## src/assert_macros.svh

```systemverilog
// Assertion helpers used by the RTL file ftp_reply_parser.sv
`ifndef ASSERT_MACROS_SVH
`define ASSERT_MACROS_SVH

// Checked on every clock edge once reset is released
`define FRP_ASSERT(label, clk, rst_n, prop, msg) \
    label: assert property (@(posedge clk) disable iff (!rst_n) prop) else $error(msg);

// Checked on every clock edge, reset included
`define FRP_ASSERT_ALWAYS(label, clk, prop, msg) \
    label: assert property (@(posedge clk) prop) else $error(msg);

`endif

```

## src/frp_pkg.sv

```systemverilog
package frp_pkg;

    // Input transaction kinds; code 3 carries no meaning and is dropped
    typedef enum logic [1:0] {
        KIND_BYTE = 2'd0,
        KIND_TICK = 2'd1,
        KIND_ARM  = 2'd2
    } t_frp_kind;

    // Status classes of a result
    localparam logic [1:0] ST_OK       = 2'd0;
    localparam logic [1:0] ST_TOO_MANY = 2'd1;
    localparam logic [1:0] ST_NOT_FND  = 2'd2;
    localparam logic [1:0] ST_BAD      = 2'd3;

    // Characters and codes
    localparam logic [7:0]  CH_NL    = 8'h0a;
    localparam logic [7:0]  CH_CR    = 8'h0d;
    localparam logic [7:0]  CH_NUL   = 8'h00;
    localparam logic [7:0]  CH_DASH  = 8'h2d;
    localparam logic [7:0]  CH_SPACE = 8'h20;
    localparam logic [7:0]  CH_4     = 8'h34;
    localparam logic [7:0]  CH_5     = 8'h35;
    localparam logic [23:0] CODE_421 = 24'h343231;
    localparam logic [23:0] CODE_550 = 24'h353530;

    localparam logic [15:0] TIMEOUT_RST = 16'd60;

    // Line position saturates here: only the first four characters matter
    localparam logic [2:0] POS_SAT = 3'd4;

    typedef struct packed {
        t_frp_kind   kind;
        logic [7:0]  data_byte;
    } t_frp_in;

    typedef struct packed {
        logic [23:0] reply_code;
        logic [1:0]  status;
        logic        timed_out;
    } t_frp_out;

    // Status class of a finished reply code
    function automatic logic [1:0] frp_classify(input logic [23:0] code);
        logic [1:0] st;
        if (code[23:16] != CH_4 && code[23:16] != CH_5) begin
            st = ST_OK;
        end else if (code == CODE_421) begin
            st = ST_TOO_MANY;
        end else if (code == CODE_550) begin
            st = ST_NOT_FND;
        end else begin
            st = ST_BAD;
        end
        return st;
    endfunction

endpackage

```

## src/ftp_reply_parser.sv

```systemverilog
// Channel  | Direction | Handshake                 | Payload
// ---------+-----------+---------------------------+--------------------------------------------
// input    | in        | i_in_valid / o_in_ready   | i_in_data  (kind, data_byte)
// result   | out       | o_out_valid / i_out_ready | o_out_data (reply_code, status, timed_out)
// config   | in        | i_cfg_valid / o_cfg_ready | i_cfg_data (timeout_ticks)
//
// One transaction per cycle while the result channel does not stall; a transaction is held
// in the input register, and its result is then loaded into the result register.
// Reset is synchronous, active low; it clears the parser state, disarms the timer
// and loads timeout_ticks with 60.
// A stalled result holds the result register and blocks only a transaction with a result.
// The config port is always ready and takes one write per cycle.
`include "assert_macros.svh"

module ftp_reply_parser (
    input  logic               i_clk,
    input  logic               i_rst_n,
    input  logic               i_in_valid,
    output logic               o_in_ready,
    input  frp_pkg::t_frp_in   i_in_data,
    output logic               o_out_valid,
    input  logic               i_out_ready,
    output frp_pkg::t_frp_out  o_out_data,
    input  logic               i_cfg_valid,
    output logic               o_cfg_ready,
    input  logic [15:0]        i_cfg_data
);
    import frp_pkg::*;

    // Input register
    logic        r_in_valid;
    t_frp_in     r_in;

    // Result register
    logic        r_out_valid;
    t_frp_out    r_out;

    // Parser and timer state
    logic [15:0] r_timeout;
    logic [23:0] r_code, n_code;
    logic        r_code_known, n_code_known;
    logic [2:0]  r_line_pos, n_line_pos;
    logic        r_prefix_ok, n_prefix_ok;
    logic        r_line_decided, n_line_decided;
    logic        r_armed, n_armed;
    logic [15:0] r_idle, n_idle;

    logic        w_has_result;
    t_frp_out    w_result;
    logic        w_advance;
    logic [15:0] w_idle_inc;
    logic [7:0]  w_code_char;
    logic        w_ends;

    // Handshakes
    assign w_advance   = r_in_valid && (!w_has_result || !r_out_valid || i_out_ready);
    assign o_in_ready  = !r_in_valid || w_advance;
    assign o_cfg_ready = 1'b1;
    assign o_out_valid = r_out_valid;
    assign o_out_data  = r_out;

    assign w_idle_inc = r_idle + 16'd1;

    // Code character at the current line position
    always_comb begin
        case (r_line_pos)
            3'd0:    w_code_char = r_code[23:16];
            3'd1:    w_code_char = r_code[15:8];
            default: w_code_char = r_code[7:0];
        endcase
    end

    // Next state of parser and timer for the transaction in the input register
    always_comb begin
        n_code         = r_code;
        n_code_known   = r_code_known;
        n_line_pos     = r_line_pos;
        n_prefix_ok    = r_prefix_ok;
        n_line_decided = r_line_decided;
        n_armed        = r_armed;
        n_idle         = r_idle;
        w_has_result   = 1'b0;
        w_result       = '0;
        w_ends         = 1'b0;
        if (r_in_valid) begin
            case (r_in.kind)
                KIND_ARM: begin
                    n_armed = 1'b1;
                    n_idle  = '0;
                end
                KIND_TICK: begin
                    if (r_armed) begin
                        n_idle = w_idle_inc;
                        if (w_idle_inc >= r_timeout) begin
                            w_has_result        = 1'b1;
                            w_result.reply_code = '0;
                            w_result.status     = ST_BAD;
                            w_result.timed_out  = 1'b1;
                            n_code              = '0;
                            n_code_known        = 1'b0;
                            n_line_pos          = '0;
                            n_prefix_ok         = 1'b1;
                            n_line_decided      = 1'b0;
                            n_armed             = 1'b0;
                            n_idle              = '0;
                        end
                    end
                end
                KIND_BYTE: begin
                    n_idle = '0;
                    if (r_in.data_byte == CH_NL) begin
                        // End of line: decide whether the reply ends here
                        w_ends         = r_code_known ? r_line_decided : !r_line_decided;
                        n_code_known   = 1'b1;
                        n_line_pos     = '0;
                        n_prefix_ok    = 1'b1;
                        n_line_decided = 1'b0;
                        if (w_ends) begin
                            w_has_result        = 1'b1;
                            w_result.reply_code = r_code;
                            w_result.status     = frp_classify(r_code);
                            w_result.timed_out  = 1'b0;
                            n_code              = '0;
                            n_code_known        = 1'b0;
                            n_armed             = 1'b0;
                        end
                    end else if (r_in.data_byte != CH_CR && r_in.data_byte != CH_NUL) begin
                        // Code characters, then the separator character
                        if (r_line_pos < 3'd3) begin
                            if (!r_code_known) begin
                                case (r_line_pos)
                                    3'd0:    n_code[23:16] = r_code[23:16] | r_in.data_byte;
                                    3'd1:    n_code[15:8]  = r_code[15:8]  | r_in.data_byte;
                                    default: n_code[7:0]   = r_code[7:0]   | r_in.data_byte;
                                endcase
                            end else if (w_code_char != r_in.data_byte) begin
                                n_prefix_ok = 1'b0;
                            end
                        end else if (r_line_pos == 3'd3) begin
                            if (!r_code_known) begin
                                n_line_decided = (r_in.data_byte == CH_DASH);
                            end else begin
                                n_line_decided = r_prefix_ok && (r_in.data_byte == CH_SPACE);
                            end
                        end
                        if (r_line_pos < POS_SAT) begin
                            n_line_pos = r_line_pos + 3'd1;
                        end
                    end
                end
                default: begin
                end
            endcase
        end
    end

    // Control registers
    always_ff @(posedge i_clk) begin
        if (!i_rst_n) begin
            r_in_valid     <= 1'b0;
            r_out_valid    <= 1'b0;
            r_timeout      <= TIMEOUT_RST;
            r_code         <= '0;
            r_code_known   <= 1'b0;
            r_line_pos     <= '0;
            r_prefix_ok    <= 1'b1;
            r_line_decided <= 1'b0;
            r_armed        <= 1'b0;
            r_idle         <= '0;
        end else begin
            if (o_in_ready) begin
                r_in_valid <= i_in_valid;
            end
            if (w_advance && w_has_result) begin
                r_out_valid <= 1'b1;
            end else if (i_out_ready) begin
                r_out_valid <= 1'b0;
            end
            if (i_cfg_valid) begin
                r_timeout <= i_cfg_data;
            end
            if (w_advance) begin
                r_code         <= n_code;
                r_code_known   <= n_code_known;
                r_line_pos     <= n_line_pos;
                r_prefix_ok    <= n_prefix_ok;
                r_line_decided <= n_line_decided;
                r_armed        <= n_armed;
                r_idle         <= n_idle;
            end
        end
    end

    // Payload registers
    always_ff @(posedge i_clk) begin
        if (o_in_ready) begin
            r_in <= i_in_data;
        end
        if (w_advance && w_has_result) begin
            r_out <= w_result;
        end
    end

    // Checks
    `FRP_ASSERT(a_timeout_payload, i_clk, i_rst_n,
        (o_out_valid && o_out_data.timed_out) |->
            (o_out_data.reply_code == '0 && o_out_data.status == ST_BAD),
        "timeout result with nonzero code or wrong status")
    `FRP_ASSERT(a_disarm_on_result, i_clk, i_rst_n,
        (w_advance && w_has_result) |=> !r_armed,
        "timer still armed after a result")
    `FRP_ASSERT(a_decided_at_sat, i_clk, i_rst_n,
        r_line_decided |-> (r_line_pos == POS_SAT),
        "line decided before its fourth character")
    `FRP_ASSERT(a_ready_when_empty, i_clk, i_rst_n,
        !r_out_valid |-> o_in_ready,
        "input stalled while result register is empty")

endmodule

```

## config.mk

```make
export PLATFORM = sky130hd
export DESIGN_NAME = ftp_reply_parser
export DESIGN_NICKNAME = d
export VERILOG_FILES = /design/src/frp_pkg.sv /design/src/ftp_reply_parser.sv
export VERILOG_INCLUDE_DIRS = /design/src /design/src/src
export SDC_FILE = /design/constraint.sdc
export NUM_CORES = 1
export LEC_CHECK = 0
export BUFFER_PORTS_ARGS = -buffer_cell sky130_fd_sc_hd__clkbuf_2
export CORE_MARGIN = 3
export CORE_UTILIZATION = 25
export DETAILED_ROUTE_END_ITERATION = 8
export MAX_ROUTING_LAYER = met4
export RECOVER_POWER = 100
export SYNTH_ARGS = -nofsm -noshare
export SYNTH_HDL_FRONTEND = slang
export SYNTH_SLANG_ARGS = --single-unit
```

## constraint.sdc

```tcl
create_clock -name i_clk -period 7.4 [get_ports i_clk]
set_clock_uncertainty 0.2 [all_clocks]
set_input_delay 1.11 -clock i_clk [delete_from_list [all_inputs] [get_ports i_clk]]
set_output_delay 1.11 -clock i_clk [all_outputs]
set_load 0.02 [all_outputs]
```

# Word level (Yosys, flattened, before mapping)

Index checks and enable logic that the tools add are counted.

Output and inout port bits: 30
Input bits: 31
Bits in registers: 102

Bitwise gates (word level): 3
Muxes and demuxes: 62
Equal/unequal tests: 29
Add/sub/neg operators: 2
Reductions and logical operators: 30
Order comparisons: 3

Operator list:

| operator              | number |
|---|---|
| $mux 24               | 7 |
| $mux 27               | 2 |
| $pmux 27 s2           | 1 |
| $eq 24x22->1 const B  | 2 |
| $pmux 24 s2           | 1 |
| $mux 16               | 2 |
| $pmux 16 s2           | 1 |
| $ne 3x3->1 const B    | 10 |
| $reduce_and 10->1     | 3 |
| $mux 1                | 29 |
| $mux 8                | 3 |
| $or 8x8->8            | 3 |
| $mux 3                | 7 |
| $add 16x1->16 const B | 1 |
| $eq 8x6->1 const B    | 2 |
| $ge 16x16->1          | 1 |
| $ne 8x6->1 const B    | 2 |
| $pmux 8 s2            | 1 |
| $reduce_and 9->1      | 1 |
| $eq 8x4->1 const B    | 1 |
| $ne 2x2->1 const B    | 4 |
| $ne 8x4->1 const B    | 1 |
| $ne 8x8->1            | 1 |
| $pmux 1 s2            | 4 |
| 25 further kinds      | 39 |

# Depth between registers and ports, before layout

Gate-level depths: netlist of run 1.

Word-level depth: 12
Mapped depth: 16
Depth with buffers taken out: 14

# Worst setup path after synthesis of run 1

Ideal clock, no wire load.

Path type: register -> register
From: register r_idle[2]
To: register r_out, in the netlist o_out_data[0], enable pin
Cell stages (with the launch flop): 14
Path slack: 2.519 ns
Period minus slack after synthesis: 4.881 ns
Buffers on the path: 1
Library setup time: 0.402 ns
Arrival time: 4.279 ns
Path through: dfxtp_1 nand3_1 or4_1 nor2_1 and3_1 xnor2_1 inv_1 ha_1 nand4_1 nor4_1 o211ai_1 a31o_2 a21oi_1 clkbuf_1

Longest elaborated chain between the ends: 11

Ends and longest elaborated chain:

| element                       | line                    | RTL |
|---|---|---|
| from (decl)                   | ftp_reply_parser.sv:46  | `logic [15:0] r_idle, n_idle;` |
| from (signal assigned)        | ftp_reply_parser.sv:189 | `r_idle <= n_idle;` |
| $add 16x1->16 *               | ftp_reply_parser.sv:62  | `assign w_idle_inc = r_idle + 16'd1;` |
| $ge 16x16->1 *                | ftp_reply_parser.sv:94  | `if (w_idle_inc >= r_timeout) begin` |
| $mux 1 *                      | ftp_reply_parser.sv:94  |  |
| $mux 1 *                      | ftp_reply_parser.sv:92  | `if (r_armed) begin` |
| $pmux 1 s2 *                  | ftp_reply_parser.sv:86  | `case (r_in.kind)` |
| $mux 1 *                      | ftp_reply_parser.sv:85  | `if (r_in_valid) begin` |
| $logic_not 1->1               | ftp_reply_parser.sv:56  | `assign w_advance = r_in_valid && (!w_has_result \|\| !r_out_valid \|\| i_out_ready);` |
| $logic_or 1x1->1 (2 in a row) | ftp_reply_parser.sv:56  |  |
| $logic_and 1x1->1             | ftp_reply_parser.sv:56  |  |
| $logic_and 1x1->1 *           | ftp_reply_parser.sv:199 | `if (w_advance && w_has_result) begin` |
| to (signal assigned)          | ftp_reply_parser.sv:200 | `r_out <= w_result;` |
| to (decl)                     | ftp_reply_parser.sv:36  | `t_frp_out r_out;` |

Every way passes the cells marked *; elsewhere a longest branch is shown, timed or not.
A chain may end at the register's enable or synchronous reset.

# Worst setup path after layout of run 1

From: register r_idle[2]
To: register r_out, in the netlist o_out_data[22], enable pin

The elaborated chain is that of the path after synthesis.

==> results of run 1 <==
[critical path: cells and delay by family, from the launching register on]
family / cells / cell delay [ns]
XOR/XNOR: 1 / 0.14
AO/OA/AOI/OAI: 3 / 1.93
flip-flops: 1 / 0.43
buffers and inverters: 2 / 0.84
AND/OR/NAND/NOR: 6 / 1.90
adder cells (fa/ha/maj): 1 / 0.29
[layout by cell type (no fill, tap or decap), types with 4 or more instances in the layout]
master     netlist  layout
a211oi_1        28      28
a21oi_1         16      15
a221oi_1         9       9
a31o_2           6       6
a31oi_1          6       6
and3_1           8       8
and3b_1          8       8
clkbuf_1        27      34
clkbuf_16        0       9
clkbuf_2         0      28
dfxtp_1         65      65
edfxtp_1        37      37
ha_1            21      21
inv_1           56      56
mux2i_1         17      17
nand2_1         33      33
nand3_1         16      16
nand4_1         11      11
nor2_1          56      56
nor2b_1          6       6
nor3_1          19      19
nor4_1           8       8
o211ai_1        15      15
o21ai_0         32      32
o22ai_1          5       5
o31ai_1          5       5
xnor2_1         19      19
xor2_1           4       4
[metal layers]
metal,track usage,vias up,part of all wire
met2,0.186,93,0.45
met1,0.176,2160,0.50
met5,-,-,0
li1,-,2217,-
met3,0.0193,18,0.036
met4,0.0390,0,0.014
[power groups by stage]
stage	combinational (mW)	clock [mW]	sequential [mW]
2_1_floorplan	0.0532	0	0.607
5_1_grt	0.0796	0.561	0.604
3_5_place_dp	0.0711	0	0.615
3_3_place_gp	0.0704	0	0.615
4_1_cts	0.0716	0.538	0.602
6_report	0.0709	0.529	0.603
[layout make-up]
type	count	area, µm²	area share
inverter	57	214	0.0347
multi-input combinational	395	2620	0.424
tap	270	338	0.0547
clock buffer	9	225	0.0365
clock inverter	7	103	0.0166
timing repair buffer	62	268	0.0434
sequential	102	2410	0.391
[final timing paths]
kind | end | start | slack (ns) | depth (start not counted)
worst max register to register | o_out_data[22] | r_idle[2] | 1.29 | 13
worst min register to register | r_idle[1] | r_idle[1] | 0.29 | 2
worst min-delay path | r_idle[1] | r_idle[1] | 0.29 | 2
worst max-delay path | o_out_data[22] | r_idle[2] | 1.29 | 13
[state kept, by name, summed over array words and instances (netlist names)]
name and count:
o_out_data 27, r_code 24, r_idle 16, r_timeout 16, r_in 10, r_line_pos 3, o_out_valid 1, r_armed 1
r_code_known 1, r_in_valid 1, r_line_decided 1, r_prefix_ok 1
[cell families after synthesis]
group / Yosys count
buffers and inverters: 88
flip-flops: 102
multiplexers: 17
other: 1
XOR/XNOR: 23
AND/OR/NAND/NOR: 188
adder cells (fa/ha/maj): 21
AO/OA/AOI/OAI: 145
==> results.ini, run 1 <==
[clock_tree]
clkSinkCount=102
clockBufferDepth=2
clkTransAtPathRegs_ns=0.07
ctsResizeCount=0
cts_buffers=9
postCtsHoldBufs=0
cts_tree=done
clk_latency_ns=0.36
cts_setup_buffers=0
h-tree-depth=3
ctsRootBufferMaster=clkbuf_16

[logic_synthesis]
synthTopCellsByArea=dfxtp_1 24%, edfxtp_1 21%, ha_1 4.9%, a211oi_1 3.9%, inv_1 3.9%
synth-main-ff-cell=dfxtp_1
synth_edf_count=37
mappedNetlistNets=637
synth_top_area_frac=0.242
synthAdderAreaFrac=0.0490
ys_seq_area_frac=0.450
synth_area_um2=5370
synth.most_common_cell=dfxtp_1
netlist_top_cells_count=65 x dfxtp_1, 56 x inv_1, 56 x nor2_1
synth_simple_gate_area_frac=0.182
synth_mux_area_frac=0.0317
synth_top_area_cell=dfxtp_1
synthXorXnorAreaFrac=0.0375
ys_warn_count=0
ys_ff_latch=102
synth-compound-area-share=0.185
ys_types=59
synth_top_family_by_area=compound AO/OA/AOI/OAI gates
postSynth.asyncResetShare=0
synth_area_per_cell_um2=9.17
synthCells=585

[global_routing]
grt_first_pass_wirelength_mm=23.2
antenna_found_initial=0
grt_max_degree=48
track_usage=0.125
grt_overflow_total=0
grt_pass1_vias=4330

[critical_path]
start_kind=register
cp.arrival_ns=5.89
end_kind=register
worstPathMaxFanout=34
slowest_delay_ns=1.33
path_class=reg -> reg
cp.required_ns=7.19
slowest_stage=a21oi_2
crit_chain=nand3_1, or4_1, nor2_1, and3_1, xnor2_1, inv_1, ha_1, nand4_1, nor4_1, o211ai_1, a31o_2, a21oi_2, clkbuf_1

[pwr]
power.total_mw=1.20
p_sw_frac=0.237
p_switching_mw=0.286
p_seq_frac=0.501
clkPwrFrac=0.440
comb_power_share=0.059
power_per_cell_area_nw_per_um2=195
peakVddDrop_mv=0.103
power.leakage_nw=2.19
p_int_mw=0.917

[detailed_routing]
wire_per_inst_um=15.6
drc=0
drtIter0Drc=433
wl_mm=14.1
vias=4488
dr.pass1.iters=5
ant_nets=0
vias_per_cell=4.98

[final_layout]
drive_gt1_frac=0.0918
nNetsFinal=679
nFillCells=2206
instances_no_fill=902
areaGrowthSynthToFinish_pct=15.1
num_antenna_cells=0
design_area_um2=6170
final_util=0.298

[sta]
tns_ns=0
whs_ns=0.285
timing.fmax_mhz=164
worstMarginPinSlew_ns=2.11
min_period_ns=6.11
setup_violations=0
fin_ws_ns=1.29
rsz0062_at_grt=no
maxSlewViolCount=83
layout_worst_path_cycle_share=0.825
slew_headroom=-0.407
finalHoldViolCount=0

[status]
violations=capacitance limit, slew limit
status=complete, but fails checks

[die]
initial_core_util=0.259
rows=52
fp.dieArea_um2=23300
die_h_um=153
die_w_um=153
ios=61
core_area_um2=20700

[flow_run]
cap_violations=2

[placed_design]
pre_cts_slack_ns=2.05
place_area_um2=5900
portBuffers=59
dp_cells=886
hpwl_mm=10.0
routabilityCongestion=0.844

[hold_path]
hold_class=reg -> reg

Power figures use the tool's default switching activity.
==> run 2, diff against run 1 <==
==> constraint.sdc (replaced) <==
create_clock -name i_clk -period 6.2 [get_ports i_clk]
set_clock_uncertainty 0.2 [all_clocks]
set_input_delay 0.93 -clock i_clk [delete_from_list [all_inputs] [get_ports i_clk]]
set_output_delay 0.93 -clock i_clk [all_outputs]
set_load 0.02 [all_outputs]
==> results.ini, run 2 (synthesis results as in run 1) <==
[critical_path]
cp.required_ns=5.07  ; -2.12 ns
slowest_delay_ns=0.70  ; -0.63 ns
end_kind=primary output
worstPathMaxFanout=12  ; -65%
path_class=reg -> out
slowest_stage=or4_1
start_kind=register
crit_chain=nand3_1, or4_1, nor2_1, and3_1, xnor2_1, inv_1, ha_1, nand4_1, nor4_1, o211ai_1, a31oi_1, clkbuf_1, nor2_1, buf_4, clkbuf_1
cp.arrival_ns=4.46  ; -1.43 ns

[sta]
rsz0062_at_grt=no
slew_headroom=-0.355  ; +0.0516
timing.fmax_mhz=179
tns_ns=0  ; unchanged
fin_ws_ns=0.613  ; -0.681 ns
maxSlewViolCount=80  ; -3.6%
worstMarginPinSlew_ns=2.03  ; -0.0775 ns
setup_violations=0  ; unchanged
whs_ns=0.285  ; +0.000154 ns
layout_worst_path_cycle_share=0.901
finalHoldViolCount=0  ; unchanged
min_period_ns=5.59

[detailed_routing]
drtIter0Drc=511  ; +18%
wl_mm=14.1  ; about the same
ant_nets=0  ; unchanged
wire_per_inst_um=15.6  ; -0.21%
vias=4476  ; -0.27%
vias_per_cell=4.95  ; -0.49%
dr.pass1.iters=5  ; unchanged
drc=0  ; unchanged

[global_routing]
grt_overflow_total=0  ; unchanged
grt_first_pass_wirelength_mm=23.3  ; +0.33%
track_usage=0.124  ; -0.00112
antenna_found_initial=0  ; unchanged
grt_max_degree=48  ; unchanged
grt_pass1_vias=4419  ; +2.1%

[pwr]
peakVddDrop_mv=0.124  ; +20%
power_per_cell_area_nw_per_um2=224  ; +15%
power.leakage_nw=2.18  ; -0.35%
power.total_mw=1.38  ; +15%

[clock_tree]
clkTransAtPathRegs_ns=0.07  ; about the same
clk_latency_ns=0.36  ; about the same
h-tree-depth=3  ; unchanged
cts_buffers=9  ; unchanged
cts_tree=done
cts_setup_buffers=0  ; unchanged
postCtsHoldBufs=0  ; unchanged
ctsRootBufferMaster=clkbuf_16
clkSinkCount=102  ; unchanged
clockBufferDepth=2  ; unchanged
ctsResizeCount=0  ; unchanged

[final_layout]
areaGrowthSynthToFinish_pct=14.7
final_common_cell=dfxtp_1
design_area_um2=6160  ; -0.30%
largest_reg_flops=27  ; unchanged
nNetsFinal=681  ; +0.29%
drive_gt1_frac=0.0915  ; -0.000290
num_antenna_cells=0  ; unchanged
final_cell_mix=65 x dfxtp_1, 56 x inv_1, 56 x nor2_1

[placed_design]
pre_cts_slack_ns=1.24  ; -0.806 ns
place_area_um2=5920  ; +0.25%
portBuffers=59  ; unchanged
hpwl_mm=9.97  ; -0.77%
routabilityCongestion=0.832  ; -1.4%

[die]
fp.dieArea_um2=23300  ; unchanged
core_area_um2=20700  ; unchanged
rows=52  ; unchanged
die_h_um=153  ; unchanged
die_w_um=153  ; unchanged
ios=61  ; unchanged
initial_core_util=0.259  ; unchanged

[flow_run]
cap_violations=2  ; unchanged

[hold_path]
hold_class=reg -> reg

[status]
status=complete, but fails checks
violations=capacitance limit, slew limit

run 2: per-stage QoR:
stage               utilization  std cells
finish                    0.298        904
global route              0.298        904
CTS                       0.301        904
detailed placement        0.286        888
global placement          0.286        888
floorplan                     -        585
run 2: cell type report:
type                            instances  area, µm²
Inverter                               57        214
Clock buffer                           10        239
Sequential cell                       102       2410
Timing Repair Buffer                   64        279
Fill cell                            2212      14500
Tap cell                              270        338
Multi-Input combinational cell        395       2610
Clock inverter                          6       62.6
run 2: critical path, delay by kind of cell (launching register included):
family / cells / cell delay, ns
simple gates: 7 / 2.03
fa+ha+maj: 1 / 0.29
flops: 1 / 0.45
compound gates: 2 / 0.46
xor+xnor: 1 / 0.13
buf+inv: 4 / 0.75
run 2: final timing paths:
check             startpoint             to  slack, ns  cells after the start
hold reg to reg    r_idle[1]      r_idle[1]       0.29                      2
hold / removal     r_idle[1]      r_idle[1]       0.29                      2
setup reg to reg   r_idle[2]  o_out_data[3]       0.96                     13
setup / recovery   r_idle[2]     o_in_ready       0.61                     15
run 2: report_power, final:
| part | internal, mW | leakage (nW) | total [mW] | switching, mW |
|---|---|---|---|---|
| clock network | 0.295 | 0.149 | 0.573 | 0.278 |
| logic | 0.0325 | 1.19 | 0.0852 | 0.0527 |
| registers | 0.703 | 0.834 | 0.719 | 0.0165 |
| total | 1.03 | 2.18 | 1.38 | 0.347 |
run 2: layer usage:
layer	global-route usage	share of wire	vias to the layer above
li1	-	-	2223
met1	0.176	0.50	2110
met2	0.183	0.44	130
met3	0.0176	0.047	13
met4	0.0407	0.015	0
met5	-	0	-
==> run 3, diff against run 2 <==
--- a/config.mk
+++ b/config.mk
@@ -11,7 +11,7 @@
 export CORE_UTILIZATION = 25
 export DETAILED_ROUTE_END_ITERATION = 8
 export MAX_ROUTING_LAYER = met4
-export RECOVER_POWER = 100
+export RECOVER_POWER = 25
 export SYNTH_ARGS = -nofsm -noshare
 export SYNTH_HDL_FRONTEND = slang
 export SYNTH_SLANG_ARGS = --single-unit
==> results.ini, run 3 (synthesis results as in run 1) <==
[die]
die_h_um=153  ; unchanged
core_area_um2=20700  ; unchanged
ios=61  ; unchanged
initial_core_util=0.259  ; unchanged
rows=52  ; unchanged
die_w_um=153  ; unchanged
fp.dieArea_um2=23300  ; unchanged

[critical_path]
slowest_stage=or4_1
path_class=reg -> out
cp.required_ns=5.07  ; about the same
start_kind=register
cp.arrival_ns=4.29  ; -0.17 ns
slowest_delay_ns=0.70  ; about the same
crit_chain=nand3_1, or4_1, nor2_1, and3_1, xnor2_1, inv_1, ha_1, nand4_1, nor4_1, o211ai_1, a31oi_1, buf_4, nor2_1, buf_4, clkbuf_2
end_kind=primary output
worstPathMaxFanout=12  ; unchanged

[sta]
slew_headroom=-0.350  ; +0.00531
tns_ns=0  ; unchanged
finalHoldViolCount=0  ; unchanged
maxSlewViolCount=48  ; -40%
fin_ws_ns=0.783  ; +0.170 ns
min_period_ns=5.42  ; -0.170 ns
rsz0062_at_grt=no
layout_worst_path_cycle_share=0.874  ; -0.0275
timing.fmax_mhz=185  ; +3.1%
setup_violations=0  ; unchanged
worstMarginPinSlew_ns=2.02  ; -0.00797 ns
whs_ns=0.285  ; +0.0000700 ns

[pwr]
peakVddDrop_mv=0.123  ; -0.56%
power.leakage_nw=2.20  ; +0.91%
power.total_mw=1.38  ; about the same
power_per_cell_area_nw_per_um2=223  ; -0.39%

[final_layout]
final_common_cell=dfxtp_1
drive_gt1_frac=0.101  ; +0.00946
areaGrowthSynthToFinish_pct=15.2
final_cell_mix=65 x dfxtp_1, 56 x inv_1, 56 x nor2_1
num_antenna_cells=0  ; unchanged
nNetsFinal=681  ; unchanged
largest_reg_flops=27  ; unchanged

[global_routing]
grt_max_degree=48  ; unchanged
track_usage=0.124  ; unchanged
top_usage_layer=met2
met1_usage=0.176  ; unchanged
grt_first_pass_wirelength_mm=23.3  ; unchanged
antenna_found_initial=0  ; unchanged
use_met3=0.0176  ; unchanged
grt_overflow_total=0  ; unchanged
grt_pass1_vias=4419  ; unchanged
use_met2=0.183  ; unchanged

[clock_tree]
clkSinkCount=102  ; unchanged
cts_setup_buffers=0  ; unchanged
clockBufferDepth=2  ; unchanged
clk_latency_ns=0.36  ; about the same
h-tree-depth=3  ; unchanged
cts_buffers=9  ; unchanged
cts_tree=done
postCtsHoldBufs=0  ; unchanged
ctsRootBufferMaster=clkbuf_16
clkTransAtPathRegs_ns=0.07  ; about the same
ctsResizeCount=0  ; unchanged

[status]
violations=capacitance limit, slew limit
status=complete, but fails checks

[detailed_routing]
drtIter0Drc=483  ; -5.5%
wire_per_inst_um=15.6  ; +0.24%
ant_nets=0  ; unchanged
vias_per_cell=4.97  ; +0.38%
dr.pass1.iters=6  ; +1
wl_mm=14.1  ; +0.24%
vias=4493  ; +0.38%
drc=0  ; unchanged

[placed_design]
routabilityCongestion=0.832  ; unchanged
pre_cts_slack_ns=1.24  ; unchanged
portBuffers=59  ; unchanged
hpwl_mm=9.97  ; unchanged

[flow_run]
cap_violations=1  ; -1

[hold_path]
hold_class=reg -> reg

-- run 3: changes by cell type in the layout (fill, tap and decap cells not counted) --
| cell | change |
|---|---|
| buf_4 | +4 |
| clkbuf_1 | -5 |
| a21oi_1 | -1 |
| a21oi_4 | +1 |
| clkbuf_2 | +1 |
-- run 3: metal layers --
metal	vias up	part of all wire
met2	164	0.43
li1	2224	-
met3	17	0.056
met4	0	0.017
met5	-	0
met1	2088	0.49
-- run 3: path summary, 6_finish.rpt --
path,cells past startpoint,slack [ns],startpoint,to
min,2,0.29,r_idle[1],r_idle[1]
max reg2reg,13,1.53,r_idle[2],o_out_data[2]
min reg2reg,2,0.29,r_idle[1],r_idle[1]
max,15,0.78,r_idle[2],o_in_ready
-- run 3: power by group --
| group | internal [mW] | switching (mW) |
|---|---|---|
| clock | 0.295 | 0.278 |
| combinational | 0.0327 | 0.0528 |
| sequential | 0.703 | 0.0168 |
| total | 1.03 | 0.348 |
-- run 3: final cells by class --
type | instances | area [µm²]
sequential | 102 | 2410
clock inverter | 6 | 62.6
clock buffer | 10 | 239
multi-input combinational | 395 | 2620
timing repair buffer | 64 | 295
tap | 270 | 338
fill | 2205 | 14500
inverter | 57 | 214
-- run 3: metrics by stage --
step,util,cell area [µm²],cells
final,0.299,6180,904
after global routing,0.299,6180,904
after CTS,0.301,6220,904
after detailed placement,0.286,5920,888
after global placement,0.286,5920,888
after floorplan,-,5370,585
-- run 3: critical path, delay by kind of cell (launching register included) --
kind | cells | cell delay (ns)
AND/OR/NAND/NOR | 7 | 2.01
adder cells (fa/ha/maj) | 1 | 0.29
XOR/XNOR | 1 | 0.13
AO/OA/AOI/OAI | 2 | 0.47
buffers and inverters | 4 | 0.61
flip-flops | 1 | 0.45
